`config.mk`:
```
export PLATFORM = sky130hd
export DESIGN_NAME = touch_report_packet_decoder
export DESIGN_NICKNAME = d
export VERILOG_FILES = /design/src/design/trpd_pkg.sv /design/src/design/trpd_eval.sv /design/src/design/touch_report_packet_decoder.sv
export SDC_FILE = /design/constraint.sdc
export NUM_CORES = 1
export LEC_CHECK = 0
export BUFFER_PORTS_ARGS = -buffer_cell sky130_fd_sc_hd__buf_2
export CAP_MARGIN = 5
export CORE_ASPECT_RATIO = 1.25
export CORE_UTILIZATION = 35
export DETAILED_ROUTE_END_ITERATION = 10
export HOLD_SLACK_MARGIN = 0.15
export PLACE_DENSITY_LB_ADDON = 0.2
export SETUP_SLACK_MARGIN = 0.4
export SLEW_MARGIN = 40
export SYNTH_ARGS = -nofsm -noshare
export SYNTH_HDL_FRONTEND = slang
export SYNTH_SLANG_ARGS = --single-unit
```
`constraint.sdc`:
```
create_clock -name clk -period 5.8 [get_ports clk]
set_clock_uncertainty 0.1 [all_clocks]
set_input_delay 0.58 -clock clk [delete_from_list [all_inputs] [get_ports clk]]
set_output_delay 0.58 -clock clk [all_outputs]
set_load 0.05 [all_outputs]
```
`src/design/trpd_pkg.sv`:
```
// shared types, constants and helpers for the touch report packet decoder
package trpd_pkg;

  localparam int ReportBytes = 7;
  localparam int IdxW = $clog2(ReportBytes + 1);
  localparam logic [IdxW-1:0] LastIdx = IdxW'(ReportBytes);

  localparam logic [7:0] IdReset = 8'h52;
  localparam logic [7:0] KeyMark = 8'hFF;

  typedef logic [ReportBytes-1:0][7:0] report_t;

  typedef enum logic [1:0] {
    STATUS_TOUCH       = 2'd0,
    STATUS_KEY         = 2'd1,
    STATUS_ID_MISMATCH = 2'd2,
    STATUS_CHECKSUM    = 2'd3
  } status_t;

  typedef struct packed {
    logic [11:0] first_x;
    logic [11:0] first_y;
    logic [15:0] second_x;
    logic [15:0] second_y;
  } points_t;

  typedef struct packed {
    status_t     status;
    logic        touched;
    points_t     points;
    logic [7:0]  key_code;
  } result_t;

  function automatic logic [15:0] sext12(input logic [11:0] v);
    sext12 = {{4{v[11]}}, v};
  endfunction

endpackage

```
`src/design/trpd_eval.sv`:
```
// evaluation of a complete report: id and checksum test, key detect, point unpack
module trpd_eval (
  input  trpd_pkg::report_t  report,
  input  logic [7:0]         last_byte,
  input  logic [7:0]         sum,
  input  logic [7:0]         expected_packet_id,
  input  trpd_pkg::points_t  held,
  output trpd_pkg::result_t  result
);
  import trpd_pkg::*;

  logic        id_ok;
  logic        sum_ok;
  logic        is_key;
  logic        has_delta;
  logic [11:0] fx;
  logic [11:0] fy;
  logic [11:0] dx;
  logic [11:0] dy;
  points_t     pts;

  assign id_ok  = (report[0] == expected_packet_id);
  assign sum_ok = (last_byte == 8'(8'd0 - sum));
  assign is_key = (report[1] == KeyMark) && (report[2] == KeyMark) &&
                  (report[3] == KeyMark) && (report[4] == KeyMark) &&
                  (report[6] == KeyMark);
  assign has_delta = |{report[4], report[5], report[6]};

  assign fx = {report[1][7:4], report[2]};
  assign fy = {report[1][3:0], report[3]};
  assign dx = {report[4][7:4], report[5]};
  assign dy = {report[4][3:0], report[6]};

  always_comb begin
    pts             = held;
    result.status   = STATUS_TOUCH;
    result.key_code = 8'd0;
    if (!id_ok) begin
      result.status = STATUS_ID_MISMATCH;
    end else if (!sum_ok) begin
      result.status = STATUS_CHECKSUM;
    end else if (is_key) begin
      result.status   = STATUS_KEY;
      result.key_code = report[5];
    end else begin
      pts.first_x = fx;
      pts.first_y = fy;
      // second point, if any delta byte is nonzero, is absolute first point plus signed delta, mod 2^16; else held
      if (has_delta) begin
        pts.second_x = {4'd0, fx} + sext12(dx);
        pts.second_y = {4'd0, fy} + sext12(dy);
      end
    end
    result.points  = pts;
    result.touched = (result.status == STATUS_TOUCH || result.status == STATUS_KEY) &&
                     (|{pts.first_x, pts.first_y, pts.second_x, pts.second_y});
  end

endmodule

```
`src/design/touch_report_packet_decoder.sv`:
```
// top level of the touch report packet decoder
// a result is registered in the output register once the eighth byte has moved through the input
//   register and the output register is free (out_valid low or out_ready high)
// throughput: one byte per cycle; while a result waits, bytes still enter until a report's last byte stalls
// reset (rst, synchronous): valid flags, byte counter, running sum, held points cleared, id back to 0x52
module touch_report_packet_decoder (
  input  logic        clk,
  input  logic        rst,
  input  logic        cfg_we,
  input  logic [7:0]  cfg_wdata,
  input  logic        in_valid,
  output logic        in_ready,
  input  logic [7:0]  data_byte,
  input  logic        packet_start,
  output logic        out_valid,
  input  logic        out_ready,
  output logic [1:0]  status,
  output logic        touched,
  output logic [11:0] first_x,
  output logic [11:0] first_y,
  output logic [15:0] second_x,
  output logic [15:0] second_y,
  output logic [7:0]  key_code
);
  import trpd_pkg::*;

  logic            in_q_valid;
  logic [7:0]      byte_q;
  logic            start_q;
  logic [7:0]      expected_packet_id;
  logic [IdxW-1:0] byte_index;
  logic [7:0]      running_sum;
  report_t         report_bytes;
  points_t         held;
  result_t         result;

  logic [IdxW-1:0] idx_eff;
  logic [7:0]      sum_eff;
  logic            is_last;
  logic            advance;

  assign idx_eff = start_q ? '0 : byte_index;
  assign sum_eff = start_q ? 8'd0 : running_sum;
  assign is_last = (idx_eff == LastIdx);
  // a byte that ends a report needs the output register free
  assign advance  = in_q_valid && (!is_last || !out_valid || out_ready);
  assign in_ready = !in_q_valid || advance;

  trpd_eval u_eval (
    .report             (report_bytes),
    .last_byte          (byte_q),
    .sum                (sum_eff),
    .expected_packet_id (expected_packet_id),
    .held               (held),
    .result             (result)
  );

  always_ff @(posedge clk) begin
    if (rst) begin
      expected_packet_id <= IdReset;
    end else if (cfg_we) begin
      expected_packet_id <= cfg_wdata;
    end
  end

  always_ff @(posedge clk) begin
    if (rst) begin
      in_q_valid <= 1'b0;
    end else if (in_ready) begin
      in_q_valid <= in_valid;
    end
  end

  always_ff @(posedge clk) begin
    if (in_ready && in_valid) begin
      byte_q  <= data_byte;
      start_q <= packet_start;
    end
  end

  always_ff @(posedge clk) begin
    if (rst) begin
      byte_index  <= '0;
      running_sum <= 8'd0;
      held        <= '0;
    end else if (advance) begin
      if (is_last) begin
        byte_index  <= '0;
        running_sum <= 8'd0;
        held        <= result.points;
      end else begin
        byte_index  <= idx_eff + 1'b1;
        running_sum <= sum_eff + byte_q;
      end
    end
  end

  always_ff @(posedge clk) begin
    for (int i = 0; i < ReportBytes; i++) begin
      if (advance && !is_last && idx_eff == IdxW'(i)) begin
        report_bytes[i] <= byte_q;
      end
    end
  end

  always_ff @(posedge clk) begin
    if (rst) begin
      out_valid <= 1'b0;
    end else if (advance && is_last) begin
      out_valid <= 1'b1;
    end else if (out_ready) begin
      out_valid <= 1'b0;
    end
  end

  always_ff @(posedge clk) begin
    if (advance && is_last) begin
      status   <= result.status;
      touched  <= result.touched;
      first_x  <= result.points.first_x;
      first_y  <= result.points.first_y;
      second_x <= result.points.second_x;
      second_y <= result.points.second_y;
      key_code <= result.key_code;
    end
  end

  a_touched_valid_only: assert property (@(posedge clk) disable iff (rst)
    out_valid && touched |-> (status == STATUS_TOUCH || status == STATUS_KEY))
    else $error("touched set on a rejected report");

  a_key_code_zero: assert property (@(posedge clk) disable iff (rst)
    out_valid && status != STATUS_KEY |-> key_code == 8'd0)
    else $error("key code reported outside a key packet");

  a_result_after_last: assert property (@(posedge clk) disable iff (rst)
    $rose(out_valid) |-> $past(in_q_valid && !start_q && byte_index == LastIdx))
    else $error("result produced without a final byte");

endmodule

```
==> results.toml <==
[status]
status = "finished with violations"
violations = "design-rule violations"

[min_path]
hold_depth = 2
hold_path.class = "input port to flop"
min_from = "cfg_wdata[4]"

[sta]
min_period_ns = 4.33
worstMarginPinSlew_ns = 0.811
setup_ws_ns = 1.47
max_slew_margin = 0.457
maxSlewViolCount = 0
fin_crit_sh = 0.747
max_freq_mhz = 231
finalSetupViolCount = 0
rsz0062_at_grt = "false"
setup_tns_ns = 0
hold_viol_final = 0

[power]
vdd_drop_max_mv = 0.200
power.leakage_nw = 4.48
powerDensity_nw_per_um2 = 280

[floorplanning]
io_pins = 91
die-area_um2 = 28700
initial_core_util = 0.356
rows = 68
coreArea_um2 = 27600
die_height_um = 189
die_w_um = 152

[route]
wl_per_cell_um = 18.3
postRouteWirelength_um = 24800
first_pass_iters = 11
detail-route-antenna-nets = 0
drtIter0Drc = 446
vias = 7067
drc_errors = 1
vias_per_cell = 5.21

[worst_setup_path]
crit_start = "start_q"
worstSetupEndpointType = "flop"
crit_type = "flop to flop"
reg2reg_slack_ns = 1.47
cp_max_fo = 20
cp_data_arrival_time_ns = 4.48
required_ns = 5.95
reg2reg_depth = 11
startpoint_type = "flop"
reg2reg_from = "start_q"

[grt]
grt_pass1_wl_um = 38200
grt_start_max_net_pins = 88
antenna_found_initial = 0
overflow = 0
grt_pass1_vias = 6967
grt_use_total = 0.173

[final_layout]
utilization = 0.417
n_antenna_cell = 0
final_cells = 1357
final_common_cell = "edfxtp_1"
area_growth_syn_to_layout_pct = 17.1
fin_nets = 1055
stdcell_area_um2 = 11500
final_cell_mix = "132 x edfxtp_1, 115 x nor2_1, 90 x buf_2"
drive_gt1_frac = 0.176

[clocking]
root_buffer = "clkbuf_16"
post_cts_buffers = 0
htree_levels = 1
cts_tree = "done"
clock_sinks = 209
cts_resized = 0
cts_made_buffers = 23
hold_buffers = 9
clk_latency_ns = 0.52
path_clk_slew_ns = 0.06
clock_path_buffers = 3

[place]
port_buffers = 90
dp_hpwl_um = 17300
place.gp.congestion = 0.858
place_area_um2 = 10600
numPlacedInstances = 1306
place_ws_ns = 1.52

[synthesis]
synth_largest_area_cell = "edfxtp_1"
synth-edff-count = 132
ys_seq_area_frac = 0.561
ys.flop_type = "edfxtp_1"
async_reset_ff_frac = 0
synth_cell_types = 58
synthCells = 893
ys_ff_latch = 209
netlist_top_cells_area = "edfxtp_1 40%, dfxtp_1 16%, ha_1 5.1%"
syn-mean-instance-area_um2 = 11.0
syn-num-nets = 958
synth_area_um2 = 9810
yosys_warnings = 0
yosys.area.top_type_share = 0.404

[run]
max_cap_viol_count = 0
-- critical path, stage by stage (launching register included) --
cell	delay, ns
edfxtp_1	0.67
nand2b_1	0.32
ha_1	0.28
nand4bb_1	0.12
a21oi_1	0.08
or3_4	0.37
a2111oi_4	0.65
nand3_2	0.43
mux2_2	0.42
nor4_1	0.26
nor4b_1	0.25
a31oi_1	0.12
-- cells by family after synthesis --
| kind of cell | after synthesis | share of synthesized area |
|---|---|---|
| AOI/OAI and AO/OA | 141 | 0.0925 |
| xor gates and xnor gates | 40 | 0.0357 |
| adders and majority gates | 43 | 0.0572 |
| buffers and inverters | 66 | 0.0255 |
| DFF | 209 | 0.561 |
| muxes | 45 | 0.0504 |
| and+or+nand+nor | 349 | 0.177 |
-- through the flow --
step / hold WS, ns / power (mW)
global placement: 0.342 / 1.77
detailed placement: 0.349 / 1.78
floorplan: 0.327 / 1.73
CTS: 0.158 / 3.25
finish: 0.179 / 3.21
global route: 0.166 / 3.32
-- state kept, by name, summed over array words and instances (netlist names), 3 cells and up --
signal and cells:
byte_q 8, byte_index 3, second_x 16, first_y 12, second_y 16, expected_packet_id 8, key_code 8, running_sum 8
held 56, report_bytes 56, first_x 12
-- Yosys cell counts (2+ instances only) --
library cell / count
o21a_1: 7
mux2i_1: 10
nor4_1: 35
edfxtp_1: 132
a21o_1: 13
a22oi_1: 5
inv_1: 32
o21ai_0: 29
nor2b_1: 12
and2_1: 12
nor4b_1: 3
mux2_2: 35
and3_1: 9
a311oi_1: 3
or3_1: 6
clkbuf_1: 28
nand2_1: 59
a211oi_1: 10
xor2_1: 15
a21oi_1: 47
nor3_1: 43
ha_1: 40
o211ai_1: 3
buf_2: 2
nand3_1: 12
and4_1: 2
o31a_1: 2
nand2b_1: 9
o21bai_1: 4
xnor2_1: 25
nor2_1: 115
nor3b_1: 3
dfxtp_1: 77
nand4_1: 17
a31oi_1: 5
nand3_2: 2
a211o_1: 5
fa_1: 3
buf_1: 3
-- power breakdown --
group | total (mW) | internal [mW] | switching (mW)
Combinational | 0.120 | 0.0528 | 0.0668
Clock | 1.46 | 0.864 | 0.599
Sequential | 1.63 | 1.59 | 0.0351
-- path summary, 6_finish.rpt --
check,end
worst min register to register,byte_index[1]
worst max register to register,touched
worst min-delay path,expected_packet_id[4]
worst max-delay path,touched
-- area by class of cell --
class	instances	area, µm²
clock buffers	32	639
clock inverters	10	114
fillers	2678	16100
inverters	33	126
multi-input cells	618	4060
flip-flops and latches	209	5510
well taps	350	438
repair buffers	105	602
-- routing by layer --
metal | track usage | up-vias | wire, µm
li1 | - | 3465 | -
met1 | 0.216 | 3393 | 10600
met2 | 0.305 | 162 | 12500
met3 | 0.0214 | 47 | 959
met4 | 0.0556 | 0 | 674
met5 | 0 | - | 0
(Power assumes the default switching activity.)
